===== config.mk =====
export PLATFORM = sky130hd
export DESIGN_NAME = brg_post
export DESIGN_NICKNAME = d
export VERILOG_FILES = /design/src/hdl/brg_pkg.sv /design/src/hdl/brg_post.sv
export VERILOG_INCLUDE_DIRS = /design/src /design/src/hdl
export SDC_FILE = /design/constraint.sdc
export NUM_CORES = 1
export LEC_CHECK = 0
export BUFFER_PORTS_ARGS = -buffer_cell sky130_fd_sc_hd__buf_2
export CORE_ASPECT_RATIO = 1.5
export CORE_MARGIN = 2
export CORE_UTILIZATION = 30
export DETAILED_ROUTE_END_ITERATION = 8
export SYNTH_ARGS = -nofsm -noshare
export SYNTH_HDL_FRONTEND = slang
export SYNTH_SLANG_ARGS = --single-unit

===== constraint.sdc =====
create_clock -name clock -period 7.34 [get_ports clock]
set_input_delay 1.468 -clock clock [delete_from_list [all_inputs] [get_ports clock]]
set_output_delay 1.468 -clock clock [all_outputs]
set_load 0.1 [all_outputs]

===== src/hdl/assert_macros.svh =====
// Assertion macros used by the bearing block's output stages.
`ifndef ASSERT_MACROS_SVH
`define ASSERT_MACROS_SVH

// The consequent must hold in the same cycle as the antecedent.
`define ASSERT_SAME(label, clk, rst, ante, cons) \
   label: assert property (@(posedge clk) disable iff (rst) (ante) |-> (cons)) \
      else $error("assertion failed");

// The consequent must hold in the cycle after the antecedent.
`define ASSERT_NEXT(label, clk, rst, ante, cons) \
   label: assert property (@(posedge clk) disable iff (rst) (ante) |=> (cons)) \
      else $error("assertion failed");

`endif


===== src/hdl/brg_pkg.sv =====
// Package with the types, constants and arctangent table of the bearing block.
package brg_pkg;

   localparam int COORD_BITS = 16;
   localparam int MAG_BITS   = COORD_BITS + 1;
   localparam int FINE_BITS  = 24;
   localparam int XY_BITS    = MAG_BITS + FINE_BITS + 3;
   localparam int Z_BITS     = 33;
   localparam int FINE_W     = 34;
   localparam int TABLE_LEN  = 24;
   localparam int ANGLE_BITS = 16;

   localparam int DEF_CORDIC_STEPS    = 16;
   localparam int DEF_ANGLE_FRAC_BITS = 7;

   localparam logic [FINE_W-1:0] FINE_90  = FINE_W'(64'd90  << FINE_BITS);
   localparam logic [FINE_W-1:0] FINE_180 = FINE_W'(64'd180 << FINE_BITS);
   localparam logic [FINE_W-1:0] FINE_270 = FINE_W'(64'd270 << FINE_BITS);
   localparam logic [FINE_W-1:0] FINE_360 = FINE_W'(64'd360 << FINE_BITS);

   typedef enum logic [1:0] {
      BRG_EAST  = 2'd0,
      BRG_NORTH = 2'd1,
      BRG_WEST  = 2'd2,
      BRG_SOUTH = 2'd3
   } brg_dir_type;

   typedef struct packed {
      logic signed [COORD_BITS-1:0] from_x;
      logic signed [COORD_BITS-1:0] from_y;
      logic signed [COORD_BITS-1:0] to_x;
      logic signed [COORD_BITS-1:0] to_y;
   } brg_req_type;

   typedef struct packed {
      logic [ANGLE_BITS-1:0] angle;
      logic [1:0]            quadrant_dir;
   } brg_rsp_type;

   // Signs and zero flags of the two offsets, carried alongside the rotation.
   typedef struct packed {
      logic dx_neg;
      logic dy_neg;
      logic dx_zero;
      logic dy_zero;
   } brg_quad_type;

   typedef struct packed {
      logic signed [XY_BITS-1:0] x;
      logic signed [XY_BITS-1:0] y;
      logic signed [Z_BITS-1:0]  z;
      brg_quad_type              quad;
   } brg_cordic_type;

   // atan(2^-step) in units of 2^-24 degree, rounded to nearest.
   function automatic logic [Z_BITS-1:0] brg_atan(input int step);
      logic [Z_BITS-1:0] val;
      case (step)
         0:       val = Z_BITS'(754974720);
         1:       val = Z_BITS'(445687602);
         2:       val = Z_BITS'(235489088);
         3:       val = Z_BITS'(119537938);
         4:       val = Z_BITS'(60000934);
         5:       val = Z_BITS'(30029717);
         6:       val = Z_BITS'(15018523);
         7:       val = Z_BITS'(7509720);
         8:       val = Z_BITS'(3754917);
         9:       val = Z_BITS'(1877466);
         10:      val = Z_BITS'(938734);
         11:      val = Z_BITS'(469367);
         12:      val = Z_BITS'(234684);
         13:      val = Z_BITS'(117342);
         14:      val = Z_BITS'(58671);
         15:      val = Z_BITS'(29335);
         16:      val = Z_BITS'(14668);
         17:      val = Z_BITS'(7334);
         18:      val = Z_BITS'(3667);
         19:      val = Z_BITS'(1833);
         20:      val = Z_BITS'(917);
         21:      val = Z_BITS'(458);
         22:      val = Z_BITS'(229);
         23:      val = Z_BITS'(115);
         default: val = '0;
      endcase
      return val;
   endfunction

endpackage


===== src/hdl/brg_post.sv =====
// Output stages: saturate and fold the angle, then round, wrap and classify.
module brg_post
   import brg_pkg::*;
#(
   parameter int ANGLE_FRAC_BITS = DEF_ANGLE_FRAC_BITS
)(
   input  logic           clock,
   input  logic           reset,
   input  logic           up_valid,
   output logic           up_ready,
   input  brg_cordic_type up_word,
   output logic           dn_valid,
   input  logic           dn_ready,
   output brg_rsp_type    dn_word
);

`include "assert_macros.svh"

   localparam int ANG_W = 9 + ANGLE_FRAC_BITS;
   localparam int SHIFT = FINE_BITS - ANGLE_FRAC_BITS;
   localparam logic [FINE_W:0]    HALF  = (FINE_W + 1)'(64'd1 << (SHIFT - 1));
   localparam logic [ANG_W-1:0]   FULL  = ANG_W'(64'd360 << ANGLE_FRAC_BITS);
   localparam logic [ANG_W-1:0]   T45   = ANG_W'(64'd45  << ANGLE_FRAC_BITS);
   localparam logic [ANG_W-1:0]   T135  = ANG_W'(64'd135 << ANGLE_FRAC_BITS);
   localparam logic [ANG_W-1:0]   T225  = ANG_W'(64'd225 << ANGLE_FRAC_BITS);
   localparam logic [ANG_W-1:0]   T315  = ANG_W'(64'd315 << ANGLE_FRAC_BITS);

   // Fold stage.
   logic [FINE_W-1:0] t;
   logic [FINE_W-1:0] fine_in;
   logic [FINE_W-1:0] fine_ff;
   logic              fold_valid_ff;
   logic              fold_ready;

   always_comb begin
      if (up_word.z[Z_BITS-1]) begin
         t = '0;
      end else if (FINE_W'($unsigned(up_word.z)) > FINE_90) begin
         t = FINE_90;
      end else begin
         t = FINE_W'($unsigned(up_word.z));
      end

      if (up_word.quad.dx_zero && up_word.quad.dy_zero) begin
         fine_in = '0;
      end else if (up_word.quad.dy_zero) begin
         fine_in = up_word.quad.dx_neg ? FINE_180 : '0;
      end else if (up_word.quad.dx_zero) begin
         fine_in = up_word.quad.dy_neg ? FINE_270 : FINE_90;
      end else if (!up_word.quad.dx_neg && !up_word.quad.dy_neg) begin
         fine_in = t;
      end else if (up_word.quad.dx_neg && !up_word.quad.dy_neg) begin
         fine_in = FINE_180 - t;
      end else if (up_word.quad.dx_neg) begin
         fine_in = FINE_180 + t;
      end else begin
         fine_in = FINE_360 - t;
      end
   end

   // Round stage.
   logic [FINE_W:0]     sum;
   logic [ANG_W-1:0]    ang_raw;
   logic [ANG_W-1:0]    ang_in;
   logic [ANG_W-1:0]    ang_ff;
   brg_dir_type         dir_in;
   brg_dir_type         dir_ff;
   logic [ANG_W+15:0]   ang_ext;
   logic                out_valid_ff;

   always_comb begin
      sum     = (FINE_W + 1)'(fine_ff) + HALF;
      ang_raw = ANG_W'(sum >> SHIFT);
      ang_in  = (ang_raw >= FULL) ? ang_raw - FULL : ang_raw;
      if (ang_in <= T45 || ang_in >= T315) begin
         dir_in = BRG_EAST;
      end else if (ang_in <= T135) begin
         dir_in = BRG_NORTH;
      end else if (ang_in <= T225) begin
         dir_in = BRG_WEST;
      end else begin
         dir_in = BRG_SOUTH;
      end
   end

   assign fold_ready = !out_valid_ff || dn_ready;
   assign up_ready   = !fold_valid_ff || fold_ready;

   always_ff @(posedge clock) begin
      if (reset) begin
         fold_valid_ff <= 1'b0;
         out_valid_ff  <= 1'b0;
      end else begin
         if (up_ready) begin
            fold_valid_ff <= up_valid;
         end
         if (fold_ready) begin
            out_valid_ff <= fold_valid_ff;
         end
      end
      if (up_ready && up_valid) begin
         fine_ff <= fine_in;
      end
      if (fold_ready && fold_valid_ff) begin
         ang_ff <= ang_in;
         dir_ff <= dir_in;
      end
   end

   // Wide angle formats keep only the low 16 bits.
   assign ang_ext              = {16'b0, ang_ff};
   assign dn_valid             = out_valid_ff;
   assign dn_word.angle        = ang_ext[15:0];
   assign dn_word.quadrant_dir = dir_ff;

   `ASSERT_SAME(a_fine_range, clock, reset, fold_valid_ff, fine_ff <= FINE_360)
   `ASSERT_SAME(a_ang_range, clock, reset, out_valid_ff, ang_ff < FULL)
   `ASSERT_SAME(a_south_range, clock, reset, out_valid_ff && dir_ff == BRG_SOUTH,
                ang_ff > T225 && ang_ff < T315)
   `ASSERT_NEXT(a_out_hold, clock, reset, out_valid_ff && !dn_ready,
                out_valid_ff && $stable(ang_ff))

endmodule


* Word level (Yosys, flattened, before mapping) *
Index checks and enable logic that the tools add are counted.

word-level totals
  output and inout bits = 20
  flip-flop bits (word level) = 53
  word-level logic and storage cells = 42
  input bits = 129

operators by class
  reduce and logical (&&, ||, !) cells = 13
  $add $sub $neg = 5
  muxes and demuxes = 12
  magnitude comparators = 6

operators by type and width
  kind                    number
  $mux 33                 6
  $mux 32                 3
  $add 32x32->33 const A  1
  $add 33x17->33 const B  1
  $gt 33x31->1 const B    1
  $sub 32x32->33 const A  1
  $sub 33x32->33 const A  1
  $ge 16x16->1 const B    2
  $le 16x15->1 const B    2
  $le 16x13->1 const B    1
  $mux 16                 1
  $sub 16x16->16 const B  1
  $logic_and 1x1->1       5
  $logic_not 1->1         4
  $logic_or 1x1->1        3
  $mux 1                  2
  $reduce_or 2->1         1

* Logic depth before layout (Yosys ltp) *
  word-level depth = 9
  mapped depth = 15

* Worst setup path before layout *
No wires, ideal clock.

  path type = input port to flip-flop
  start = input up_word[7] (netlist name)
  end = register fine_ff[30] (data pin)
  library setup time = 0.254 ns
  buffers on the path = 0
  stages = 13
  arrival time = 4.115 ns
  path slack = 2.971 ns
  path through = nor4_1 -> nand4_1 -> nor4b_2 -> nor3b_1 -> a21oi_1 -> nor2_1 -> nand2_1 -> ha_1 -> nor3b_1 -> a2111oi_0 -> a32o_1 -> xor2_1 -> o21a_1

on the way
  longest elaborated chain between the ends = 9
  elaborated cells on any way between the ends = 11
  classes of those cells = 3 x add/sub; 1 x order compare; 7 x mux

RTL lines
  what                                              RTL line                        text
  start, declared                                   brg_post.sv:11                  input brg_cordic_type up_word,
  $gt 33x31->1                                      brg_post.sv:38                  end else if (FINE_W'($unsigned(up_word.z)) > FINE_90) begin
  $mux 32 (*)                                       brg_post.sv:38
  $mux 32 (*)                                       brg_post.sv:36                  if (up_word.z[Z_BITS-1]) begin
  $sub 33x32->33 or $add 32x32->33 (tied branches)  brg_post.sv:57, brg_post.sv:55
  $mux 33                                           brg_post.sv:54                  end else if (up_word.quad.dx_neg) begin
  $mux 33                                           brg_post.sv:52                  end else if (up_word.quad.dx_neg && !up_word.quad.dy_neg) begin
  $mux 33 (*)                                       brg_post.sv:50                  end else if (!up_word.quad.dx_neg && !up_word.quad.dy_neg) begin
  $mux 33 (*)                                       brg_post.sv:48                  end else if (up_word.quad.dx_zero) begin
  $mux 33 (*)                                       brg_post.sv:46                  end else if (up_word.quad.dy_zero) begin
  end signal, assigned                              brg_post.sv:102                 fine_ff <= fine_in;
  end, declared                                     brg_post.sv:31                  logic [FINE_W-1:0] fine_ff;

Every way passes the cells marked *; elsewhere a longest branch is shown, timed or not.
A chain may end at the register's enable or synchronous reset.

* Worst setup path after layout *
Ends and elaborated chain as after synthesis.

==> results.toml <==
[floorplan]
die_area_mm2 = 0.0105
rows = 44
die_w_um = 84.4
die_height_um = 125
io_pins = 149
core_region_area_mm2 = 0.00958
start_util_pct = 30.3

[worst_setup_path]
worst-setup-path-type = "in2reg"
path_cells = "buf_2 -> nor4_1 -> nand4_1 -> nor4b_2 -> nor3b_1 -> a21oi_1 -> nor2_1 -> nand2_1 -> ha_1 -> nor3b_1 -> a2111oi_0 -> a32o_1 -> xor2_1 -> o21a_1"
critPathMaxStageDelay_ns = 0.62
worst-r2r-cell-count = 11
rr_startpoint = "fine_ff[16]"
crit_top_cell = "nor3b_1"
reg2reg_slack_ns = 3.61
endpoint_kind = "flop"
cp-start-kind = "primary input"
cp.required_ns = 7.37
cp_slowest_cell = "a2111oi_0"
worst-path-max-fanout = 7
arrival_ns = 5.15
reg2reg_to = "dir_ff[0]"

[yosys]
syn_area_mm2 = 0.00291
synth_cells = 316
syn_avg_cell_area_um2 = 9.20
synth.distinct_cells = 64
ys_seq_area_share_pct = 37.5
synth_fp_nets = 451
synth_edf_count = 35
yosys_register_bits = 37
ys.flop_type = "edfxtp_1"
ys_warn_count = 0
async_reset_ff_share_pct = 0

[run_status]
status = "finished, final reports clean"

[timing]
finalClockSkew_ns = 0.00156
fin_crit_ns = 5.12
worstMarginPinSlew_ns = 0.652
period_share_pct = 69.7
grt_setup_unrepaired = "false"
worst_hold_slack_ns = 0.512
worst_slack_ns = 2.22
hold_violations = 0
slew_viol_final = 0
fmaxAchievable_ghz = 0.195
slew_headroom_pct = 55.4
setup_violations = 0
fin_tns_setup_ns = 0

[final_layout]
post-route-util_pct = 36.0
final_area_mm2 = 0.00344
fillers = 1042
n_antenna_cell = 0
nNetsFinal = 510
drive_gt1_share_pct = 23.9
areaGrowthSynthToFinish_pct = 18.5

[placed_design]
dp_slack_ns = 1.97
dpl_cell_area_mm2 = 0.00329
place_hpwl_um = 5200
port_buffers = 60
place_congestion = 0.878

[cts]
clockBufferDepth = 2
cts_setup_buffers = 0
cts-root-buf = "clkbuf_16"
cts.sinks = 37
clock_latency_ns = 0.28
cts_tree = "yes"
cts_max_level = 2
path_clk_slew_ns = 0.05
cts_resized = 0
cts_hold_buf = 0
cts_made_buffers = 5

[drt]
ant_nets = 0
route.met2.wl_um = 3510
dr_wl_met3_um = 268
viasPerCell = 5.25
drcViolationCount = 0
wire_per_inst_um = 13.1
vias = 2578
wl_met1_um = 2460
drt_iter0_drc = 168
first_pass_iters = 4
finalWirelength_um = 6420
top_layer = "met4"

[grt]
grt_pass1_vias = 2525
antenna_found_initial = 0
grt_overflow = 0
grt_pass1_wl_um = 11000
track_usage_pct = 12.5
grt_max_degree = 19

[worst_hold_path]
min_from = "fold_valid_ff"
hold_end = "dn_valid"
worstHoldPathCells = 2
holdCritPathClass = "reg2reg"

[flow_run]
max-cap-violations = 0

[power_and_ir_drop]
power_leakage_nw = 1.31
power_density_mw_per_mm2 = 180
ir_drop_v = 0.000121
## worst max-delay path, delay by kind of cell
kind | cells | cell delay, ns
XOR/XNOR | 1 | 0.07
buffers and inverters | 1 | 0.10
AND/OR/NAND/NOR | 7 | 2.02
adder cells (fa/ha/maj) | 1 | 0.26
AO/OA/AOI/OAI | 4 | 1.23
## how the worst max path moves through the flow
stage / from / endpoint / slack [ns]
floorplan: up_word[7] / fine_ff[30] / 2.97
global placement: up_word[7] / fine_ff[30] / 2.00
detailed placement: up_word[7] / fine_ff[30] / 1.97
CTS: up_word[7] / fine_ff[30] / 2.25
global route: up_word[7] / fine_ff[30] / 2.01
finish: up_word[7] / fine_ff[30] / 2.22
## layout by cell type (no fill, tap or decap), types with 13 or more instances in the layout
master	count
nand2_1	25
inv_1	14
nand3_1	13
buf_2	60
nor2_1	36
xor2_1	20
edfxtp_1	35
o21ai_0	15
xnor2_1	13
a21oi_1	22
## area by class of cell
| class | count | area [um^2] | share of cell area (%) |
|---|---|---|---|
| Clock buffer | 5 | 125 | 3.63 |
| Clock inverter | 3 | 25.0 | 0.726 |
| Inverter | 15 | 56.3 | 1.63 |
| Multi-Input combinational cell | 255 | 1700 | 49.2 |
| Timing Repair Buffer | 61 | 308 | 8.94 |
| Sequential cell | 37 | 1090 | 31.7 |
| Tap cell | 115 | 144 | 4.18 |
## power breakdown
part | internal [mW] | switching, mW
Combinational | 0.0471 | 0.106
Clock | 0.127 | 0.0818
Sequential | 0.247 | 0.0120
Total | 0.421 | 0.200
## stage by stage
| stage | std cells | power (mW) |
|---|---|---|
| 3_5_place_dp | 483 | 0.417 |
| 2_1_floorplan | 316 | 0.381 |
| 5_1_grt | 491 | 0.650 |
| 4_1_cts | 491 | 0.628 |
| 6_report | 491 | 0.621 |
| 3_3_place_gp | 483 | 0.413 |
## cell usage after synthesis, types with 3 or more instances
cell type	count	area share [%]
a211oi_1	6	1.5
a21oi_1	22	3.8
a31oi_1	3	0.65
and2_1	3	0.65
and4_1	3	0.90
clkbuf_1	6	0.77
clkbuf_8	3	1.4
edfxtp_1	35	36
ha_1	6	2.6
inv_1	14	1.8
mux2i_1	3	1.0
nand2_1	25	3.2
nand2b_1	8	1.7
nand3_1	13	2.2
nand4_1	6	1.3
nor2_1	36	4.6
nor2b_1	3	0.65
nor3_1	7	1.2
nor3b_1	4	1.0
nor4_1	8	1.7
o21ai_0	15	2.6
xnor2_1	13	3.9
xor2_1	20	6.0
## sequential cells by signal (all words and copies together), names as in the netlist
name,flops
dir_ff,2
ang_ff,16
dn_valid,1
fold_valid_ff,1
fine_ff,17
## metal layers
metal	up-vias	GRT usage [%]
met3	13	1.52
met2	69	23.7
met1	1202	13.1
met4	0	6.26
li1	1294	-
met5	-	0
## logic make-up after synthesis
kind of cell,share of synthesized area (%)
and+or+nand+nor,26.9
AOI/OAI and AO/OA,17.3
DFF,37.5
xor gates and xnor gates,10.5
buffers and inverters,4.13
adders and majority gates,2.58
muxes,1.03
(Power assumes the default switching activity.)
