File: src/hdl/assert_macros.svh
// Assertion macros used by the bearing block's output stages.
`ifndef ASSERT_MACROS_SVH
`define ASSERT_MACROS_SVH

// The consequent must hold in the same cycle as the antecedent.
`define ASSERT_SAME(label, clk, rst, ante, cons) \
   label: assert property (@(posedge clk) disable iff (rst) (ante) |-> (cons)) \
      else $error("assertion failed");

// The consequent must hold in the cycle after the antecedent.
`define ASSERT_NEXT(label, clk, rst, ante, cons) \
   label: assert property (@(posedge clk) disable iff (rst) (ante) |=> (cons)) \
      else $error("assertion failed");

`endif

File: src/hdl/brg_pkg.sv
// Package with the types, constants and arctangent table of the bearing block.
package brg_pkg;

   localparam int COORD_BITS = 16;
   localparam int MAG_BITS   = COORD_BITS + 1;
   localparam int FINE_BITS  = 24;
   localparam int XY_BITS    = MAG_BITS + FINE_BITS + 3;
   localparam int Z_BITS     = 33;
   localparam int FINE_W     = 34;
   localparam int TABLE_LEN  = 24;
   localparam int ANGLE_BITS = 16;

   localparam int DEF_CORDIC_STEPS    = 16;
   localparam int DEF_ANGLE_FRAC_BITS = 7;

   localparam logic [FINE_W-1:0] FINE_90  = FINE_W'(64'd90  << FINE_BITS);
   localparam logic [FINE_W-1:0] FINE_180 = FINE_W'(64'd180 << FINE_BITS);
   localparam logic [FINE_W-1:0] FINE_270 = FINE_W'(64'd270 << FINE_BITS);
   localparam logic [FINE_W-1:0] FINE_360 = FINE_W'(64'd360 << FINE_BITS);

   typedef enum logic [1:0] {
      BRG_EAST  = 2'd0,
      BRG_NORTH = 2'd1,
      BRG_WEST  = 2'd2,
      BRG_SOUTH = 2'd3
   } brg_dir_type;

   typedef struct packed {
      logic signed [COORD_BITS-1:0] from_x;
      logic signed [COORD_BITS-1:0] from_y;
      logic signed [COORD_BITS-1:0] to_x;
      logic signed [COORD_BITS-1:0] to_y;
   } brg_req_type;

   typedef struct packed {
      logic [ANGLE_BITS-1:0] angle;
      logic [1:0]            quadrant_dir;
   } brg_rsp_type;

   // Signs and zero flags of the two offsets, carried alongside the rotation.
   typedef struct packed {
      logic dx_neg;
      logic dy_neg;
      logic dx_zero;
      logic dy_zero;
   } brg_quad_type;

   typedef struct packed {
      logic signed [XY_BITS-1:0] x;
      logic signed [XY_BITS-1:0] y;
      logic signed [Z_BITS-1:0]  z;
      brg_quad_type              quad;
   } brg_cordic_type;

   // atan(2^-step) in units of 2^-24 degree, rounded to nearest.
   function automatic logic [Z_BITS-1:0] brg_atan(input int step);
      logic [Z_BITS-1:0] val;
      case (step)
         0:       val = Z_BITS'(754974720);
         1:       val = Z_BITS'(445687602);
         2:       val = Z_BITS'(235489088);
         3:       val = Z_BITS'(119537938);
         4:       val = Z_BITS'(60000934);
         5:       val = Z_BITS'(30029717);
         6:       val = Z_BITS'(15018523);
         7:       val = Z_BITS'(7509720);
         8:       val = Z_BITS'(3754917);
         9:       val = Z_BITS'(1877466);
         10:      val = Z_BITS'(938734);
         11:      val = Z_BITS'(469367);
         12:      val = Z_BITS'(234684);
         13:      val = Z_BITS'(117342);
         14:      val = Z_BITS'(58671);
         15:      val = Z_BITS'(29335);
         16:      val = Z_BITS'(14668);
         17:      val = Z_BITS'(7334);
         18:      val = Z_BITS'(3667);
         19:      val = Z_BITS'(1833);
         20:      val = Z_BITS'(917);
         21:      val = Z_BITS'(458);
         22:      val = Z_BITS'(229);
         23:      val = Z_BITS'(115);
         default: val = '0;
      endcase
      return val;
   endfunction

endpackage

File: src/hdl/brg_cordic_stage.sv
// One registered CORDIC vectoring iteration.
module brg_cordic_stage
   import brg_pkg::*;
#(
   parameter int STEP = 0
)(
   input  logic           clock,
   input  logic           reset,
   input  logic           up_valid,
   output logic           up_ready,
   input  brg_cordic_type up_word,
   output logic           dn_valid,
   input  logic           dn_ready,
   output brg_cordic_type dn_word
);

   localparam logic signed [Z_BITS-1:0] ATAN = $signed(brg_atan(STEP));

   logic signed [XY_BITS-1:0] xs;
   logic signed [XY_BITS-1:0] ys;
   brg_cordic_type            word_in;
   brg_cordic_type            word_ff;
   logic                      valid_ff;

   always_comb begin
      xs      = up_word.x >>> STEP;
      ys      = up_word.y >>> STEP;
      word_in = up_word;
      // Rotate toward the x axis; the sign of y picks the direction.
      if (!up_word.y[XY_BITS-1]) begin
         word_in.x = up_word.x + ys;
         word_in.y = up_word.y - xs;
         word_in.z = up_word.z + ATAN;
      end else begin
         word_in.x = up_word.x - ys;
         word_in.y = up_word.y + xs;
         word_in.z = up_word.z - ATAN;
      end
   end

   assign up_ready = !valid_ff || dn_ready;

   always_ff @(posedge clock) begin
      if (reset) begin
         valid_ff <= 1'b0;
      end else if (up_ready) begin
         valid_ff <= up_valid;
      end
      if (up_ready && up_valid) begin
         word_ff <= word_in;
      end
   end

   assign dn_valid = valid_ff;
   assign dn_word  = word_ff;

endmodule

File: config.mk
export PLATFORM = sky130hd
export DESIGN_NAME = brg_cordic_stage
export DESIGN_NICKNAME = d
export VERILOG_FILES = /design/src/hdl/assert_macros.svh /design/src/hdl/brg_pkg.sv /design/src/hdl/brg_cordic_stage.sv
export SDC_FILE = /design/constraint.sdc
export NUM_CORES = 1
export LEC_CHECK = 0
export BUFFER_PORTS_ARGS = -buffer_cell sky130_fd_sc_hd__buf_2
export CAP_MARGIN = 0
export CORE_ASPECT_RATIO = 0.9
export CORE_MARGIN = 2
export CORE_UTILIZATION = 35
export CTS_BUF_LIST = sky130_fd_sc_hd__clkbuf_16
export CTS_CLUSTER_DIAMETER = 150
export DETAILED_ROUTE_END_ITERATION = 10
export PLACE_DENSITY = 0.64
export SLEW_MARGIN = 20
export SYNTH_ARGS = -nofsm -noshare
export SYNTH_HDL_FRONTEND = slang
export SYNTH_SLANG_ARGS = --single-unit
File: constraint.sdc
create_clock -name clock -period 5.7 [get_ports clock]
set_input_delay 1.14 -clock clock [delete_from_list [all_inputs] [get_ports clock]]
set_output_delay 1.14 -clock clock [all_outputs]
set_load 0.01 [all_outputs]
# After elaboration in Yosys (flattened, before gate mapping)
# Cells that the tools add are included.
# op_classes
n_addsub	5
mul	0
div_mod_pow	0
order_cmp	0
n_eq_ne	0
shifts	0
mux	1
n_bitwise	0
reduce_logical	3
# ops
op	n
121-bit two-way mux	1
44-bit subtractor	2
44-bit adder	1
33-bit by 31-bit adder with 33-bit output, second input constant	1
33-bit by 31-bit subtractor with 33-bit output, second input constant	1
1-bit logical AND	1
1-bit logical NOT	1
1-bit logical OR	1
# totals
register_bits	126
latchBits	0
ram_bits	0
romBits	0
inputBits	129
elab_cells	17
n_memories	0

# Logic depth before layout (Yosys ltp)
# Gate-level depths: netlist of the first run.
# logic_depth
ltp_word	3
ltp_mapped	13
ltp_nobuf	12

# Least setup slack after synthesis of the first run
# Ideal clock, no wire load.
# synth_timing
path_kind	in2reg
from	input port dn_ready
to	register word_ff, in the netlist dn_word[0] (enable)
setup_time_ps	498
t_arrival_ps	4209
required_time_ps	5202
setup_slack_ps	993
cell_stages	2
path_buffers	0
path_cell_list	nand2b_1 > and2_1
# synth_between
elab_chain_len	2
# synth_lines
element	line_no	text
start: declaration	brg_cordic_stage.sv:13	input logic dn_ready,
1-bit logical OR	brg_cordic_stage.sv:41	assign up_ready = !valid_ff || dn_ready;
1-bit logical AND	brg_cordic_stage.sv:49	if (up_ready && up_valid) begin
end signal: assignment	brg_cordic_stage.sv:50	word_ff <= word_in;
end: declaration	brg_cordic_stage.sv:22	brg_cordic_type word_ff;
# Every way passes these cells.
# A chain may end at the register's enable or synchronous reset.

==> metrics, run 1 <==
run status=completed; worst hold path cell count=2; pwr/cell area=248 mW/mm^2; combinational share of power=36.5%; H-Tree Depth=4; Worst Path Buf+Inv=3; Worst EP arrival=4.51 ns; crit path cell chain=buf_2, inv_1, ha_1, inv_1, a21oi_1, o31ai_1, a2111oi_2, a21oi_1, a221oi_2, nor2_1, a221oi_2, xor2_1; initial drt markers=1174; top_reg_cell synth=edfxtp_1; Period Utilization, post-route=76.1%; Clock Tree Root=clkbuf_16; register area share after synthesis=30.1%; Slew @ Worst Pin=0.990 ns; via count=11900; gpl congestion=0.955; detailed placement HPWL=35.7 mm; Mapped Area=0.0124 sq mm; Ports=256; Largest stage delay, worst path=0.58 ns; gr usage total=23.8%; final antenna-violating net count=0; pre-CTS setup slack=0.964 ns; vias in the first global route=11600; Final Critical Period=4.34 ns; Net count, final=1936; Worst-path clk slew=0.06 ns; CP Capture Type=flop; CP startpoint kind=input port; Placed Instance Area=0.0141 sq mm; worst r2r dst=dn_word[54]; Post-Syn Instances=1429; leakage=6.44 nW; CTS Buffer Depth=2; top cell type's share of synthesized area=30.0%; I/O Buffers=255; final core utilization=41.8%; ys async rst share=0%; Min-Delay Path Class=flop to flop; core box area=0.0351 sq mm; largest net degree at the start of global routing=72; EDFF count, synth=124; fmax=231 MHz; Sink Count=125; Final Cell Area=0.0147 sq mm; Starting Density=35.4%; initial antenna violation count=0; Slew HR=33.9%; first-pass GRT wire length=67.8 mm; top cells by count, synth=a21oi_1, ha_1, inv_1, edfxtp_1, nor2_1; worst reg-to-reg path cell count=3; synth top area cells=edfxtp_1, ha_1, a21oi_1, xnor2_1, inv_1; setup TNS=0 ns; Required @ worst endpoint=5.87 ns; Clk pwr share=30.4%; Hold Buf Count CTS=0; CP max FO=12; Clock Latency Late Sink=0.43 ns; post-DR wirelength/cell=20.9 microns; FF+latch count, synth=125; Setup Viol. Count Final=0; row count=65; VDD IR max=0.203 mV; number of detailed-route iterations in the first pass=5; most instantiated library cell after synthesis=a21oi_1; family with the most delay on the worst path=compound AO/OA/AOI/OAI gates; P_sw=1.38 mW; Worst Hold End=dn_valid; CP Class=input port to flop; RSZ-0062 raised after global routing=false; CTS tree=done; Setup Skew=0.00754 ns; switching share of power=38.0%; post-DR vias/cell=5.57; reg2reg start=dn_valid; total CTS buffers=17; die span in x=203 microns; synth unique cells=91; gr ovfl total=0; Slew Viols, Final=0; fill count=3572; endpoints failing hold=0; P&R area growth vs syn=18.0%; Avg Cell Area, Syn=8.69 sq um; postcts setup bufs=0; total power=3.63 mW; internal power=2.25 mW; share of layout cells above drive strength 1=20.5%; antenna cells=0; hold path start=dn_valid; Sequential Power Share=33.1%; syn nets=1714; leading area contributor after synthesis=edfxtp_1; Worst R2R Setup Slack=3.76 ns; max-cap violations=0; worst setup margin=1.36 ns; slowest CP cell=a221oi_2; Post-CTS Resized=0; Die Area=0.0370 sq mm; YS warnings=0; DRT Wirelength=44.7 mm; die extent in y=183 microns; DRC viols=0
## worst max-delay path by stage
stage / to / start / slack (ns) / depth (start not counted)
6_report: dn_word[120] / up_word[51] / 1.36 / 12
5_1_grt: dn_word[120] / up_word[51] / 1.20 / 12
4_1_cts: dn_word[120] / up_word[51] / 1.43 / 12
3_5_place_dp: dn_word[120] / up_word[51] / 0.96 / 12
3_3_place_gp: dn_word[120] / up_word[51] / 0.95 / 12
2_1_floorplan: dn_word[0] / dn_ready / 0.99 / 2
## per-layer routing
metal,part of all wire [%],vias to the layer above,track usage [%]
met2,42,523,35.2
met1,48,5733,35.3
met4,1.5,0,5.46
met3,7.7,43,4.80
li1,-,5586,-
met5,0,-,0
## area by class of cell
class | instances | area [sq um] | share of cell area [%]
well taps | 469 | 587 | 4.01
clock buffers | 17 | 425 | 2.90
repair buffers | 265 | 1360 | 9.31
flip-flops and latches | 125 | 3740 | 25.6
inverters | 148 | 556 | 3.79
multi-input cells | 1094 | 7830 | 53.4
clock inverters | 15 | 150 | 1.02
## layout by cell type (no fill, tap or decap), types with 13 or more instances in the layout
master	count
nor3_1	20
a21o_1	28
a21oi_1	184
mux2i_1	28
o21bai_1	36
edfxtp_1	124
nand4_1	24
xor2_1	15
buf_2	255
nor2b_1	17
o211ai_1	13
ha_1	152
inv_1	137
a31oi_1	16
clkbuf_16	17
o21ai_0	99
nor2_1	104
nand3_1	23
nand2_1	83
xnor2_1	76
nor4_1	20
## registers in the layout, summed over array words and instances, names as in the netlist
| signal | flops |
|---|---|
| dn_valid | 1 |
| dn_word | 124 |
## tightest hold or removal path, stage by stage (launching register included)
cell	delay (ns)
dfxtp_1	0.31
nand2b_1	0.10
a21oi_1	0.07
## logic make-up (layout without fill, tap and decap cells)
| logic type | after synthesis | after routing | share of synthesized area [%] |
|---|---|---|---|
| AO/OA/AOI/OAI | 486 | 486 | 25.2 |
| XOR/XNOR | 92 | 92 | 6.55 |
| adder cells (fa/ha/maj) | 156 | 156 | 16.0 |
| buffers and inverters | 210 | 445 | 6.86 |
| flip-flops | 125 | 125 | 30.1 |
| multiplexers | 29 | 29 | 2.38 |
| AND/OR/NAND/NOR | 331 | 331 | 12.9 |
## stage by stage
stage | hold WS, ns | std cells
after global routing | 0.558 | 2133
after detailed placement | 0.514 | 2101
after global placement | 0.494 | 2101
final | 0.519 | 2133
after CTS | 0.524 | 2133
after floorplan | 0.593 | 1429
## power by group through the flow
stage	logic (mW)	clock network, mW	registers [mW]
final	1.33	1.11	1.20
after global routing	1.43	1.18	1.21
after CTS	1.30	1.14	1.20
after detailed placement	1.30	0	1.22
after global placement	1.29	0	1.22
after floorplan	0.771	0	1.28
Note: power is estimated with default switching activity, not from simulation.
==> run 2, diff against run 1 <==
--- a/config.mk
+++ b/config.mk
@@ -5,6 +5,7 @@
 export SDC_FILE = /design/constraint.sdc
 export NUM_CORES = 1
 export LEC_CHECK = 0
+export ABC_AREA = 1
 export BUFFER_PORTS_ARGS = -buffer_cell sky130_fd_sc_hd__buf_2
 export CAP_MARGIN = 0
 export CORE_ASPECT_RATIO = 0.9
@@ -13,7 +14,7 @@
 export CTS_BUF_LIST = sky130_fd_sc_hd__clkbuf_16
 export CTS_CLUSTER_DIAMETER = 150
 export DETAILED_ROUTE_END_ITERATION = 10
-export PLACE_DENSITY = 0.64
+export PLACE_DENSITY = 0.63
 export SLEW_MARGIN = 20
 export SYNTH_ARGS = -nofsm -noshare
 export SYNTH_HDL_FRONTEND = slang
==> constraint.sdc (replaced) <==
create_clock -name clock -period 4.3 [get_ports clock]
set_input_delay 0.86 -clock clock [delete_from_list [all_inputs] [get_ports clock]]
set_output_delay 0.86 -clock clock [all_outputs]
set_load 0.01 [all_outputs]
==> run 2 against run 1 <==
  * Routed wire length increased by 45%
  * Setup slack got worse by 0.38 ns
  * Count of clock-buffer cells in the layout unchanged
  * Via count increased by 38%
  * Power increased by 40%
  * First-iteration DRC count increased by 1.7%
  * Cell count increased by 52%
  * Worst hold slack improved by 0.0086 ns
  * Global-route usage increased by 4.6 points
  * Critical path type unchanged
  * Critical endpoint is now dn_word[65]
==> metrics, run 2 <==
run status=completed; combinational share of power=40.3% (+3.8 points); Net count, final=2949 (+52%); antenna cells=0 (unchanged); row count=72 (+11%); final antenna-violating net count=0 (unchanged); postcts setup bufs=0 (unchanged); CTS Buffer Depth=2 (unchanged); leakage=9.46 nW (+47%); top cells by count, synth=nand2_1, inv_1, nand3_1, nor2_1, ha_1; register area share after synthesis=24.5% (-5.6 points); Ports=256 (unchanged); pwr/cell area=291 mW/mm^2 (+17%); Required @ worst endpoint=4.54 ns (-1.33 ns); Min-Delay Path Class=input port to flop; commonest non-fill, non-tap cell in the layout=nand2_1; total CTS buffers=17 (unchanged); FF+latch count, synth=125 (unchanged); synth unique cells=42 (-54%); Final Cell Area=0.0175 sq mm (+20%); final core utilization=40.8% (-1.0 points); Starting Density=35.5% (+0.069 points); Clock Tree Root=clkbuf_16; Final Critical Period=3.32 ns; Slew Viols, Final=0 (unchanged); Mapped Area=0.0153 sq mm (+23%); gr ovfl total=0 (unchanged); die span in x=224 microns (+11%); Worst R2R Setup Slack=2.77 ns (-0.99 ns); Largest stage delay, worst path=0.60 ns (+0.02 ns); Setup Viol. Count Final=0 (unchanged); fill count=4699 (+32%); die extent in y=202 microns (+11%); gr usage total=28.4% (+4.6 points); Sequential Power Share=30.5% (-2.6 points); I/O Buffers=255 (unchanged); worst reg-to-reg path cell count=2 (-1); Post-CTS Resized=0 (unchanged); Sink Count=125 (unchanged); initial antenna violation count=1 (+1); H-Tree Depth=4 (unchanged); max FFs per register=124 (unchanged); switching share of power=42.2% (+4.2 points); ys async rst share=0% (unchanged); VDD IR max=0.297 mV (+47%); synth top area cells=edfxtp_1, nand2_1, ha_1, inv_1, nand3_1; Slew HR=50.9% (+17 points); top cell type's share of synthesized area=24.4% (-5.6 points); Avg Cell Area, Syn=6.26 sq um (-28%); Worst-path clk slew=0.07 ns (about the same); DRT Wirelength=64.8 mm (+45%); detailed placement HPWL=55.1 mm (+54%); CP max FO=5 (-7); Die Area=0.0453 sq mm (+22%); leading area contributor after synthesis=edfxtp_1; crit path cell chain=buf_2, inv_1, ha_1, fa_1, inv_1, nand2_1, nand3_1, inv_1, o211ai_2, nand2_1, nand2_1, nand2_1, nand3_1, nand2_1; setup TNS=0 ns (unchanged); worst r2r dst=dn_word[51]; Slew @ Worst Pin=0.736 ns (-0.254 ns); DRC viols=0 (unchanged); syn nets=2720 (+59%); share of layout cells above drive strength 1=14.0% (-6.5 points); Hold Buf Count CTS=0 (unchanged); core box area=0.0430 sq mm (+23%); cell repeated most along the worst path=nand2_1; via count=16500 (+38%); post-DR vias/cell=5.09 (-8.6%); CP Class=input port to flop; post-DR wirelength/cell=20.0 microns (-4.3%); Clk pwr share=29.1% (-1.3 points); most instantiated library cell after synthesis=nand2_1; max-cap violations=0 (unchanged); hold path start=reset; CTS tree=done; largest net degree at the start of global routing=125 (+74%); CP startpoint kind=input port; fmax=301 MHz; worst hold slack=0.528 ns (+0.00865 ns); reg2reg start=dn_valid; Period Utilization, post-route=77.2%; first-pass GRT wire length=95.0 mm (+40%); Placed Instance Area=0.0170 sq mm (+20%); number of detailed-route iterations in the first pass=5 (unchanged); endpoints failing hold=0 (unchanged); internal power=2.94 mW (+31%); P_sw=2.15 mW (+56%); Worst Hold End=dn_valid; most frequent cells in the layout=nand2_1, inv_1, buf_2, nand3_1, nor2_1; YS warnings=0 (unchanged); P&R area growth vs syn=14.9%; vias in the first global route=16000 (+38%); Clock Latency Late Sink=0.49 ns (+0.06 ns); top_reg_cell synth=edfxtp_1; slowest CP cell=fa_1; gpl congestion=1.03 (+7.8%); RSZ-0062 raised after global routing=false; initial drt markers=1194 (+1.7%); worst hold path cell count=2 (unchanged); Setup Skew=0.0150 ns (+0.00748 ns); EDFF count, synth=124 (unchanged); CP Capture Type=flop; Worst EP arrival=3.56 ns (-0.95 ns); Post-Syn Instances=2435 (+70%)
[run 2: cell types whose count changed after synthesis, moves of 26 or more]
| cell | change |
|---|---|
| a21oi_1 | -45 |
| xnor2_1 | -71 |
| inv_1 | +287 |
| buf_4 | +26 |
| a21o_1 | -27 |
| nand2_1 | +731 |
| nor2_2 | +31 |
| nand3_1 | +194 |
| nor2_1 | +109 |
[run 2: power groups by stage]
stage	clock, mW	combinational, mW	sequential [mW]
finish	1.48	2.05	1.55
floorplan	0	1.21	1.64
global route	1.57	2.25	1.57
CTS	1.52	2.02	1.56
global placement	0	2.01	1.58
detailed placement	0	2.01	1.58
[run 2: cell type report]
type                    instances  area, sq um  share of cell area (%)
clock buffers                  17          425                    2.43
clock inverters                15          149                   0.849
inverters                     431         1620                    9.23
multi-input cells            1820         9500                    54.2
flip-flops and latches        125         3740                    21.4
well taps                     555          694                    3.96
repair buffers                269         1390                    7.95
[run 2: stage by stage]
stage	instances	power, mW	setup WS [ns]
after detailed placement	3200	3.60	0.509
after global placement	3200	3.59	0.454
after global routing	3232	5.38	0.844
after floorplan	2435	2.85	0.856
after CTS	3232	5.11	1.03
final	3232	5.09	0.981
[run 2: critical path: cells and delay by family]
family          cells  cell delay (ns)
simple gates        7             0.99
fa+ha+maj           2             0.85
buf+inv             4             0.57
compound gates      1             0.29
[run 2: worst max-delay path by stage]
stage / from / endpoint / slack (ns)
floorplan: dn_ready / dn_word[0] / 0.86
global placement: up_word[81] / dn_word[121] / 0.45
detailed placement: up_word[37] / dn_word[77] / 0.51
CTS: up_word[37] / dn_word[77] / 1.03
global route: up_word[37] / dn_word[77] / 0.84
finish: up_word[37] / dn_word[65] / 0.98
[run 2: metal layers]
metal | share of wire (%) | up-vias | global-route usage (%)
met2 | 44 | 640 | 45.4
met4 | 3.5 | 0 | 11.3
li1 | - | 8104 | -
met5 | 0 | - | 0
met3 | 6.2 | 88 | 4.24
met1 | 46 | 7621 | 38.5
[run 2: kinds of logic after synthesis]
| logic type | Yosys count | synth area share, % |
|---|---|---|
| DFF | 125 | 24.5 |
| AOI/OAI and AO/OA | 286 | 10.4 |
| and+or+nand+nor | 1340 | 36.6 |
| adders and majority gates | 156 | 13.0 |
| muxes | 3 | 0.197 |
| buffers and inverters | 490 | 13.2 |
| xor gates and xnor gates | 35 | 2.01 |
