### src/hdl/assert_macros.svh
// Assertion macros used by the bearing block's output stages.
`ifndef ASSERT_MACROS_SVH
`define ASSERT_MACROS_SVH

// The consequent must hold in the same cycle as the antecedent.
`define ASSERT_SAME(label, clk, rst, ante, cons) \
   label: assert property (@(posedge clk) disable iff (rst) (ante) |-> (cons)) \
      else $error("assertion failed");

// The consequent must hold in the cycle after the antecedent.
`define ASSERT_NEXT(label, clk, rst, ante, cons) \
   label: assert property (@(posedge clk) disable iff (rst) (ante) |=> (cons)) \
      else $error("assertion failed");

`endif

### src/hdl/brg_pkg.sv
// Package with the types, constants and arctangent table of the bearing block.
package brg_pkg;

   localparam int COORD_BITS = 16;
   localparam int MAG_BITS   = COORD_BITS + 1;
   localparam int FINE_BITS  = 24;
   localparam int XY_BITS    = MAG_BITS + FINE_BITS + 3;
   localparam int Z_BITS     = 33;
   localparam int FINE_W     = 34;
   localparam int TABLE_LEN  = 24;
   localparam int ANGLE_BITS = 16;

   localparam int DEF_CORDIC_STEPS    = 16;
   localparam int DEF_ANGLE_FRAC_BITS = 7;

   localparam logic [FINE_W-1:0] FINE_90  = FINE_W'(64'd90  << FINE_BITS);
   localparam logic [FINE_W-1:0] FINE_180 = FINE_W'(64'd180 << FINE_BITS);
   localparam logic [FINE_W-1:0] FINE_270 = FINE_W'(64'd270 << FINE_BITS);
   localparam logic [FINE_W-1:0] FINE_360 = FINE_W'(64'd360 << FINE_BITS);

   typedef enum logic [1:0] {
      BRG_EAST  = 2'd0,
      BRG_NORTH = 2'd1,
      BRG_WEST  = 2'd2,
      BRG_SOUTH = 2'd3
   } brg_dir_type;

   typedef struct packed {
      logic signed [COORD_BITS-1:0] from_x;
      logic signed [COORD_BITS-1:0] from_y;
      logic signed [COORD_BITS-1:0] to_x;
      logic signed [COORD_BITS-1:0] to_y;
   } brg_req_type;

   typedef struct packed {
      logic [ANGLE_BITS-1:0] angle;
      logic [1:0]            quadrant_dir;
   } brg_rsp_type;

   // Signs and zero flags of the two offsets, carried alongside the rotation.
   typedef struct packed {
      logic dx_neg;
      logic dy_neg;
      logic dx_zero;
      logic dy_zero;
   } brg_quad_type;

   typedef struct packed {
      logic signed [XY_BITS-1:0] x;
      logic signed [XY_BITS-1:0] y;
      logic signed [Z_BITS-1:0]  z;
      brg_quad_type              quad;
   } brg_cordic_type;

   // atan(2^-step) in units of 2^-24 degree, rounded to nearest.
   function automatic logic [Z_BITS-1:0] brg_atan(input int step);
      logic [Z_BITS-1:0] val;
      case (step)
         0:       val = Z_BITS'(754974720);
         1:       val = Z_BITS'(445687602);
         2:       val = Z_BITS'(235489088);
         3:       val = Z_BITS'(119537938);
         4:       val = Z_BITS'(60000934);
         5:       val = Z_BITS'(30029717);
         6:       val = Z_BITS'(15018523);
         7:       val = Z_BITS'(7509720);
         8:       val = Z_BITS'(3754917);
         9:       val = Z_BITS'(1877466);
         10:      val = Z_BITS'(938734);
         11:      val = Z_BITS'(469367);
         12:      val = Z_BITS'(234684);
         13:      val = Z_BITS'(117342);
         14:      val = Z_BITS'(58671);
         15:      val = Z_BITS'(29335);
         16:      val = Z_BITS'(14668);
         17:      val = Z_BITS'(7334);
         18:      val = Z_BITS'(3667);
         19:      val = Z_BITS'(1833);
         20:      val = Z_BITS'(917);
         21:      val = Z_BITS'(458);
         22:      val = Z_BITS'(229);
         23:      val = Z_BITS'(115);
         default: val = '0;
      endcase
      return val;
   endfunction

endpackage

### src/hdl/brg_prep.sv
// Input stage: forms the offsets, their magnitudes and the quadrant flags.
module brg_prep
   import brg_pkg::*;
(
   input  logic           clock,
   input  logic           reset,
   input  logic           up_valid,
   output logic           up_ready,
   input  brg_req_type    up_word,
   output logic           dn_valid,
   input  logic           dn_ready,
   output brg_cordic_type dn_word
);

   logic signed [MAG_BITS-1:0] dx;
   logic signed [MAG_BITS-1:0] dy;
   logic [MAG_BITS-1:0]        ax;
   logic [MAG_BITS-1:0]        ay;
   brg_cordic_type             word_in;
   brg_cordic_type             word_ff;
   logic                       valid_ff;

   always_comb begin
      dx = MAG_BITS'(up_word.to_x) - MAG_BITS'(up_word.from_x);
      dy = MAG_BITS'(up_word.from_y) - MAG_BITS'(up_word.to_y);
      ax = dx[MAG_BITS-1] ? MAG_BITS'(-dx) : MAG_BITS'(dx);
      ay = dy[MAG_BITS-1] ? MAG_BITS'(-dy) : MAG_BITS'(dy);
      word_in.x            = $signed(XY_BITS'({ax, FINE_BITS'(0)}));
      word_in.y            = $signed(XY_BITS'({ay, FINE_BITS'(0)}));
      word_in.z            = '0;
      word_in.quad.dx_neg  = dx[MAG_BITS-1];
      word_in.quad.dy_neg  = dy[MAG_BITS-1];
      word_in.quad.dx_zero = (dx == '0);
      word_in.quad.dy_zero = (dy == '0);
   end

   assign up_ready = !valid_ff || dn_ready;

   always_ff @(posedge clock) begin
      if (reset) begin
         valid_ff <= 1'b0;
      end else if (up_ready) begin
         valid_ff <= up_valid;
      end
      if (up_ready && up_valid) begin
         word_ff <= word_in;
      end
   end

   assign dn_valid = valid_ff;
   assign dn_word  = word_ff;

endmodule

### config.mk
export PLATFORM = sky130hd
export DESIGN_NAME = brg_prep
export DESIGN_NICKNAME = d
export VERILOG_FILES = /design/src/hdl/assert_macros.svh /design/src/hdl/brg_pkg.sv /design/src/hdl/brg_prep.sv
export SDC_FILE = /design/constraint.sdc
export NUM_CORES = 1
export LEC_CHECK = 0
export BUFFER_PORTS_ARGS = -buffer_cell sky130_fd_sc_hd__buf_2
export CAP_MARGIN = 20
export CORE_ASPECT_RATIO = 0.9
export CORE_MARGIN = 8
export CORE_UTILIZATION = 35
export DETAILED_ROUTE_END_ITERATION = 10
export SYNTH_ARGS = -nofsm -noshare
export SYNTH_HDL_FRONTEND = slang
export SYNTH_SLANG_ARGS = --single-unit
### constraint.sdc
create_clock -name clock -period 6.2 [get_ports clock]
set_input_delay 0.62 -clock clock [delete_from_list [all_inputs] [get_ports clock]]
set_output_delay 0.62 -clock clock [all_outputs]
set_load 0.005 [all_outputs]
[Yosys cells after proc, flatten, opt, wreduce, memory -nomap -nowiden]
Cells that the tools add are included.
Operators by class
  $add $sub $neg: 4
  reductions and logical operators: 5
  multiplexer cells: 2
Operator list (number)
  17-bit zero test: 2
  17-bit negation: 2
  16-bit by 16-bit subtractor with 17-bit output: 2
  16-bit two-way mux: 2
  1-bit logical AND: 1
  1-bit zero test: 1
  1-bit logical OR: 1
Word-level totals
  bits in registers: 39
  output and inout bits: 127
  word-level logic and storage cells: 20
  bits of input ports: 68

[Logic depth before layout (Yosys ltp)]
Gate-level depths: netlist of run 1.
  word-level depth: 3
  gate-level depth with buffers: 13
  depth with buffers taken out: 13

[Worst setup path before layout of run 1]
No wires, ideal clock.
  path type: input-to-reg
  start: in up_word[50] in the netlist's numbering
  end: reg word_ff (netlist bit dn_word[121]), data pin
  data required time: 5.945 ns
  arrival time: 3.211 ns
  library setup time: 0.255 ns
  stages: 12
  path slack: 2.734 ns
  path buffers: 0
  cell sequence: inv_1 -> ha_1 -> o21ai_0 -> a2111oi_0 -> a311oi_1 -> o21ai_1 -> or3b_2 -> nor3_2 -> nand4_1 -> nor3_1 -> ha_1 -> and2_1
Between the ends
  word-level cells in the longest chain between the ends: 2
Ends and longest elaborated chain
  from (decl): line brg_prep.sv:9  | input brg_req_type up_word,
  16-bit by 16-bit subtractor with 17-bit output *: line brg_prep.sv:24  | dx = MAG_BITS'(up_word.to_x) - MAG_BITS'(up_word.from_x);
  17-bit negation: line brg_prep.sv:26  | ax = dx[MAG_BITS-1] ? MAG_BITS'(-dx) : MAG_BITS'(dx);
  to (signal assigned): line brg_prep.sv:46  | word_ff <= word_in;
  to (decl): line brg_prep.sv:20  | brg_cordic_type word_ff;
Every way passes the cells marked *; elsewhere a longest branch is shown, timed or not.
A chain may end at the register's enable or synchronous reset.

[Worst setup path in the final report of run 1]
  start: in up_word[32] in the netlist's numbering
  end: reg word_ff (netlist bit dn_word[77]), data pin
Between the ends
  word-level cells in the longest chain between the ends: 2
Ends and longest elaborated chain
  16-bit by 16-bit subtractor with 17-bit output *: line brg_prep.sv:25  | dy = MAG_BITS'(up_word.from_y) - MAG_BITS'(up_word.to_y);
  17-bit negation: line brg_prep.sv:27  | ay = dy[MAG_BITS-1] ? MAG_BITS'(-dy) : MAG_BITS'(dy);
Marked as above.

==> results of run 1 <==
power by group through the flow:
stage	logic, mW	clock network (mW)	registers (mW)
after global placement	0.423	0	0.373
final	0.432	0.300	0.367
after global routing	0.484	0.314	0.372
after CTS	0.433	0.304	0.368
after floorplan	0.337	0	0.376
after detailed placement	0.431	0	0.374
kinds of logic (layout without fill, tap and decap cells):
kind of cell	count (synthesis)	count (layout)	synth area share, %
other	1	87	0.0839
multiplexers	3	3	0.700
AO/OA/AOI/OAI	108	108	18.0
buffers and inverters	147	163	19.9
flip-flops	39	39	26.0
XOR/XNOR	45	45	8.82
AND/OR/NAND/NOR	128	128	15.6
adder cells (fa/ha/maj)	38	38	11.0
critical path, cell delays in order:
cell	delay (ns)
buf_2	0.09
inv_1	0.04
ha_1	0.17
fa_1	0.26
nor2b_4	0.07
o31ai_2	0.36
o221ai_2	0.23
o21ai_0	0.21
a21oi_1	0.10
o22ai_1	0.60
clkinv_1	0.46
ha_1	0.40
and2_1	0.13
registers in the layout, summed over array words and instances (netlist names):
register,count
dn_word,38
dn_valid,1
cells in the mapped netlist (8+ instances only):
cell | number | area (um^2)
a21o_1 | 8 | 60.1
inv_1 | 47 | 176
clkbuf_1 | 8 | 30.0
o21ai_0 | 17 | 85.1
nor2_1 | 32 | 120
a21oi_1 | 17 | 85.1
xnor2_1 | 28 | 245
xor2_1 | 17 | 149
buf_4 | 87 | 653
nand2_1 | 24 | 90.1
nor3_1 | 11 | 55.1
edfxtp_1 | 38 | 1140
ha_1 | 36 | 450
routing by layer:
layer,track usage [%],up-vias
li1,-,1819
met1,16.6,1613
met2,18.1,147
met3,3.29,10
met4,1.66,2
met5,0,-
metrics by stage:
| stage | hold WS (ns) | utilization (%) | setup WS [ns] | instances | power (mW) |
|---|---|---|---|---|---|
| after floorplan | 0.522 | - | 2.73 | 595 | 0.713 |
| after global routing | 0.488 | 39.7 | 2.16 | 775 | 1.17 |
| final | 0.492 | 39.7 | 2.50 | 775 | 1.10 |
| after global placement | 0.487 | 38.3 | 2.31 | 767 | 0.796 |
| after CTS | 0.487 | 39.7 | 2.47 | 775 | 1.10 |
| after detailed placement | 0.508 | 38.3 | 2.14 | 767 | 0.805 |
how the worst max path moves through the flow:
| stage | from | end | slack [ns] | cells past startpoint |
|---|---|---|---|---|
| floorplan | up_word[50] | dn_word[121] | 2.73 | 12 |
| global placement | up_word[50] | dn_word[121] | 2.31 | 13 |
| detailed placement | up_word[32] | dn_word[77] | 2.14 | 13 |
| CTS | up_word[32] | dn_word[77] | 2.47 | 13 |
| global route | up_word[32] | dn_word[77] | 2.16 | 13 |
| finish | up_word[32] | dn_word[77] | 2.50 | 13 |
cell type report:
type | count | area [um^2]
fill | 1280 | 7600
inverter | 48 | 180
clock buffer | 5 | 125
sequential | 39 | 1160
clock inverter | 3 | 43.8
multi-input combinational | 409 | 2740
tap | 164 | 205
timing repair buffer | 107 | 536
==> results_tabular.tex, run 1 <==
\begin{tabular}{lr}
\hline
Metric & Value \\
\hline
\multicolumn{2}{l}{\textbf{Synth}} \\
\quad Distinct cell type count after synthesis & 74 \\
\quad Post-synth design cell area & 4470 um\^{}2 \\
\quad Yosys warns & 0 \\
\quad Number of enable-type register cells in the synthesized netlist & 38 \\
\quad Post-synthesis sequential element count & 39 \\
\quad Post-synthesis cell count & 509 \\
\quad Mean Syn Cell Area & 8.78 um\^{}2 \\
\quad Part of the Yosys area used for sequential elements & 26.0\% \\
\quad Share of flip-flops with an asynchronous set or reset after synthesis & 0\% \\
\quad Dominant register cell in the synthesized netlist & edfxtp\_1 \\
\multicolumn{2}{l}{\textbf{Setup path}} \\
\quad End of the worst register-to-register path & dn\_word[112] \\
\quad Worst Setup End Kind & flop \\
\quad Worst r2r path cells & 2 \\
\quad Reg-to-reg setup timing slack & 4.63 ns \\
\quad Worst setup path class & primary input to flop \\
\quad Start of the worst register-to-register path & dn\_valid \\
\quad CP startpoint kind & primary input \\
\quad Worst-path fanout max & 11 \\
\quad Arrival @ worst endpoint & 3.74 ns \\
\quad Data required, critical path & 6.24 ns \\
\multicolumn{2}{l}{\textbf{Detailed routing}} \\
\quad Met3 routed WL & 788 um \\
\quad Count of nets left with antenna violations after detail routing & 0 \\
\quad DR pass1 iterations & 4 \\
\quad DRT met1 WL & 5.16 mm \\
\quad Vias & 3591 \\
\quad Number of vias per cell & 4.63 \\
\quad Top routing layer in use & met5 \\
\quad Initial detailed-routing violation count & 231 \\
\quad Routed length per placed instance & 13.4 um \\
\quad Final routed wirelength across all metal layers & 10.4 mm \\
\quad Routed length on met2 & 4.42 mm \\
\quad DRC violation count after routing & 0 \\
\multicolumn{2}{l}{\textbf{STA}} \\
\quad RSZ-0062 raised after global routing & no \\
\quad Worst-Margin Slew & 0.940 ns \\
\quad Number of pins with negative max-slew slack in the final report & 0 \\
\quad Tmin final & 3.70 ns \\
\quad Max-slew headroom & 37.3\% \\
\quad Final Hold Vio Count & 0 \\
\quad Worst Skew & 0.00838 ns \\
\quad Final period util & 59.7\% \\
\quad Setup-failing EPs final & 0 \\
\quad Post-route setup TNS & 0 ns \\
\quad Achievable Freq & 0.270 GHz \\
\multicolumn{2}{l}{\textbf{Floorplan}} \\
\quad Initial core utilization & 35.5\% \\
\quad Row cnt & 39 \\
\quad Die X & 135 um \\
\quad Die area & 16600 um\^{}2 \\
\quad Core area & 12600 um\^{}2 \\
\quad Count of pins on the block boundary & 195 \\
\quad Chip Height & 123 um \\
\multicolumn{2}{l}{\textbf{Global routing}} \\
\quad First-pass GRT wire length & 16.4 mm \\
\quad Antenna violations before repair & 1 \\
\quad Largest net degree at the start of global routing & 39 \\
\quad Global-route usage over all layers & 11.8\% \\
\quad Congestion Overflow GR & 0 \\
\quad Vias in the first global route & 3575 \\
\multicolumn{2}{l}{\textbf{Clocking}} \\
\quad TritonCTS clock tree & done \\
\quad Htree depth & 2 \\
\quad Post-CTS clock slew at the launch and capture registers of the worst setup and hold paths & 0.06 ns \\
\quad Post-CTS Setup Repair Bufs & 0 \\
\quad Clock latency reported for the late side of the worst-skew pair & 0.28 ns \\
\quad Gates resized, CTS repair & 0 \\
\quad CTS root buf & clkbuf\_16 \\
\quad CTS Buf Count & 5 \\
\quad Hold-fix buffers, CTS & 0 \\
\quad Maximum buffer depth of the clock tree & 2 \\
\quad Number of clock sinks seen by CTS & 39 \\
\multicolumn{2}{l}{\textbf{Placement}} \\
\quad HPWL after DPL & 8.79 mm \\
\quad Buffers added on ports & 107 \\
\quad Cell area after placement & 4820 um\^{}2 \\
\quad Final estimated routing congestion in global placement & 0.822 \\
\multicolumn{2}{l}{\textbf{Power and ir drop}} \\
\quad Static leakage & 2.38 nW \\
\quad Internal Pwr Total & 0.728 mW \\
\quad Switching Power & 0.370 mW \\
\quad Sequential fraction of design power & 33.4\% \\
\quad Net switching fraction of the power & 33.7\% \\
\quad Clock share of power & 27.3\% \\
\quad Max IR drop VDD & 0.0000984 V \\
\quad Power density relative to cell area & 220 nW/um\^{}2 \\
\quad Relative contribution of combinational cells to total power & 39.3\% \\
\multicolumn{2}{l}{\textbf{Hold path}} \\
\quad Hold-critical path endpoint & dn\_valid \\
\quad Number of cells on the worst hold path & 2 \\
\quad Worst min-delay path category & primary input to flop \\
\quad Hold Crit Start & reset \\
\multicolumn{2}{l}{\textbf{Final layout}} \\
\quad Synthesis-to-finish area growth & 11.8\% \\
\quad Leading cell type in the layout, fill and taps excluded & buf\_2 \\
\quad Top library cells by usage in the layout, fill and taps aside & 107 x buf\_2, 87 x conb\_1, 47 x inv\_1 \\
\quad Diodes inserted & 0 \\
\quad Net count reported at finish & 716 \\
\quad Non-Filler Cell Area, Final & 4990 um\^{}2 \\
\quad Ratio of cells with drive above 1 in the final layout & 22.9\% \\
\multicolumn{2}{l}{\textbf{Outcome}} \\
\quad Result of the run & finished clean \\
\multicolumn{2}{l}{\textbf{Flow run}} \\
\quad Maxcap violations & 0 \\
\hline
\end{tabular}
No activity file was read; power rests on OpenSTA's default activity.
==> run 2, diff against run 1 <==
clock period = 3.1 ns   (was 6.2 ns; I/O delays follow)
==> run 2 against run 1 <==
Non-clock buffer count up 61. Clock skew down 0.0065 ns. Final cell count up 7.9%. Hold slack worse by 0.31 ns. Sequential power up 100%. Clock power up 73%. Count of clock-buffer cells in the layout unchanged. Worst setup slack worse by 2.4 ns. Global-route usage up 0.62 points. First-iteration DRC count up 11%. Largest cell class unchanged.
==> results_tabular.tex, run 2 (synthesized netlist as in run 1, its figures left out) <==
\begin{tabular}{lr}
\hline
Metric & Value \\
\hline
\multicolumn{2}{l}{\textbf{Outcome}} \\
\quad Result of the run & finished clean \\
\multicolumn{2}{l}{\textbf{Clocking}} \\
\quad Clock latency reported for the late side of the worst-skew pair & 0.28 ns \\
\quad CTS root buf & clkbuf\_16 \\
\quad Post-CTS clock slew at the launch and capture registers of the worst setup and hold paths & 0.06 ns \\
\quad Hold-fix buffers, CTS & 0 \\
\quad Maximum buffer depth of the clock tree & 2 \\
\quad Htree depth & 2 \\
\quad Number of clock sinks seen by CTS & 39 \\
\quad TritonCTS clock tree & done \\
\quad CTS Buf Count & 5 \\
\multicolumn{2}{l}{\textbf{STA}} \\
\quad Final period util & 95.6\% \\
\quad Setup-failing EPs final & 0 \\
\quad Max-slew headroom & 38.1\% \\
\quad Worst Skew & 0.00185 ns \\
\quad Number of pins with negative max-slew slack in the final report & 0 \\
\quad Tmin final & 2.97 ns \\
\quad Min Hold Slack & 0.181 ns \\
\quad Final Hold Vio Count & 0 \\
\quad Achievable Freq & 0.337 GHz \\
\quad Post-route setup TNS & 0 ns \\
\quad Worst-Margin Slew & 0.928 ns \\
\multicolumn{2}{l}{\textbf{Final layout}} \\
\quad Non-Filler Cell Area, Final & 5470 um\^{}2 \\
\quad Ratio of cells with drive above 1 in the final layout & 30.5\% \\
\quad Net count reported at finish & 777 \\
\quad Flip-flop count of the largest register, all copies and words added & 38 \\
\quad Top library cells by usage in the layout, fill and taps aside & 107 x buf\_2, 87 x conb\_1, 61 x buf\_4 \\
\quad Diodes inserted & 0 \\
\quad Leading cell type in the layout, fill and taps excluded & buf\_2 \\
\quad Synthesis-to-finish area growth & 22.4\% \\
\quad Final standard cell utilization of the core & 43.5\% \\
\multicolumn{2}{l}{\textbf{Detailed routing}} \\
\quad Routed length per placed instance & 13.1 um \\
\quad Initial detailed-routing violation count & 256 \\
\quad Number of vias per cell & 4.64 \\
\quad Count of nets left with antenna violations after detail routing & 0 \\
\quad DRC violation count after routing & 0 \\
\quad DR pass1 iterations & 4 \\
\quad Final routed wirelength across all metal layers & 11.0 mm \\
\quad Vias & 3882 \\
\multicolumn{2}{l}{\textbf{Global routing}} \\
\quad Congestion Overflow GR & 0 \\
\quad Global-route usage over all layers & 12.4\% \\
\quad Highest-utilization routing layer at the global route stage & met2 \\
\quad Met3 track demand over resource & 3.49\% \\
\quad First-pass GRT wire length & 17.4 mm \\
\quad GR Layer Usage met2 & 19.5\% \\
\quad Antenna violations before repair & 0 \\
\quad Vias in the first global route & 3909 \\
\quad Met1 usage & 16.7\% \\
\quad Largest net degree at the start of global routing & 39 \\
\multicolumn{2}{l}{\textbf{Flow run}} \\
\quad Maxcap violations & 0 \\
\multicolumn{2}{l}{\textbf{Placement}} \\
\quad Final estimated routing congestion in global placement & 0.833 \\
\quad Cell area after placement & 5270 um\^{}2 \\
\quad Buffers added on ports & 107 \\
\quad HPWL after DPL & 9.35 mm \\
\multicolumn{2}{l}{\textbf{Setup path}} \\
\quad Timing startpoint of the critical path & up\_word[32] \\
\quad Data required, critical path & 3.14 ns \\
\quad CP startpoint kind & primary input \\
\quad Cell type group with the largest total delay on the critical path & simple AND/OR/NAND/NOR gates \\
\quad Arrival @ worst endpoint & 3.00 ns \\
\quad Critical path cell sequence & buf\_2 -> inv\_1 -> ha\_1 -> fa\_1 -> nor2b\_4 -> o31ai\_2 -> o221ai\_2 -> o41ai\_4 -> xnor2\_1 -> or4\_4 -> and4bb\_2 -> ha\_1 -> and2\_1 \\
\quad Master of the slowest instance on the critical path & or4\_4 \\
\quad Worst-path fanout max & 3 \\
\quad Worst Setup End Kind & flop \\
\quad Start of the worst register-to-register path & dn\_valid \\
\quad Worst Path Buf+Inv & 2 \\
\quad Worst setup path class & primary input to flop \\
\quad Most Frequent Cell on Critical Path & ha\_1 \\
\quad Maximum cell stage delay along the critical path & 0.44 ns \\
\multicolumn{2}{l}{\textbf{Floorplan}} \\
\quad Die X & 135 um \\
\quad Chip Height & 123 um \\
\quad Row cnt & 39 \\
\quad Die area & 16600 um\^{}2 \\
\quad Core area & 12600 um\^{}2 \\
\quad Count of pins on the block boundary & 195 \\
\quad Initial core utilization & 35.5\% \\
\multicolumn{2}{l}{\textbf{Power and ir drop}} \\
\quad Max IR drop VDD & 0.000178 V \\
\quad Static leakage & 2.67 nW \\
\quad Power density relative to cell area & 416 nW/um\^{}2 \\
\quad Overall power of the completed layout & 2.28 mW \\
\multicolumn{2}{l}{\textbf{Hold path}} \\
\quad Worst min-delay path category & primary input to flop \\
\quad Hold Crit Start & reset \\
\hline
\end{tabular}
==> run 2: changes by cell type in the layout (fill, tap and decap cells not counted), sizes merged <==
cell and change:
bufinv -1, clkinvlp +2, buf +61, clkinv -1
==> run 2: through the flow <==
step	setup WS [ns]	std cells
floorplan	0.0188	595
global placement	-0.195	826
detailed placement	-0.277	826
CTS	0.0239	834
global route	-0.0148	836
finish	0.135	836
==> run 2: final cells by class <==
class / instances / area [um^2]
tap: 164 / 205
inverter: 48 / 180
multi-input combinational: 409 / 2790
fill: 1255 / 7120
clock buffer: 5 / 125
timing repair buffer: 168 / 993
sequential: 39 / 1160
clock inverter: 3 / 20.0
==> run 2: what timing repair did <==
action,in CTS,in global routing
gates resized for setup,0,6
setup endpoints to repair,0,2
setup buffers,0,2
endpoints found under the hold margin,0,0
==> run 2: where the power goes <==
part / switching, mW / internal [mW]
Clock: 0.221 / 0.297
Combinational: 0.540 / 0.486
Sequential: 0.0251 / 0.709
Total: 0.786 / 1.49
==> run 2: final timing paths <==
kind | slack (ns) | cells past startpoint | endpoint
max | 0.13 | 13 | dn_word[77]
min reg2reg | 0.51 | 2 | dn_valid
max reg2reg | 1.53 | 2 | dn_word[112]
min | 0.18 | 2 | dn_valid
==> run 2: worst reg2reg max path, cell delays in order, from the launching register on <==
cell      delay [ns]
dfxtp_1         0.30
nand2b_1        0.10
and2_2          0.77
==> run 2: layer usage <==
layer,routed length (um),up-vias
li1,-,1932
met2,4810,162
met5,0,-
met1,5230,1779
met4,105,0
met3,824,9
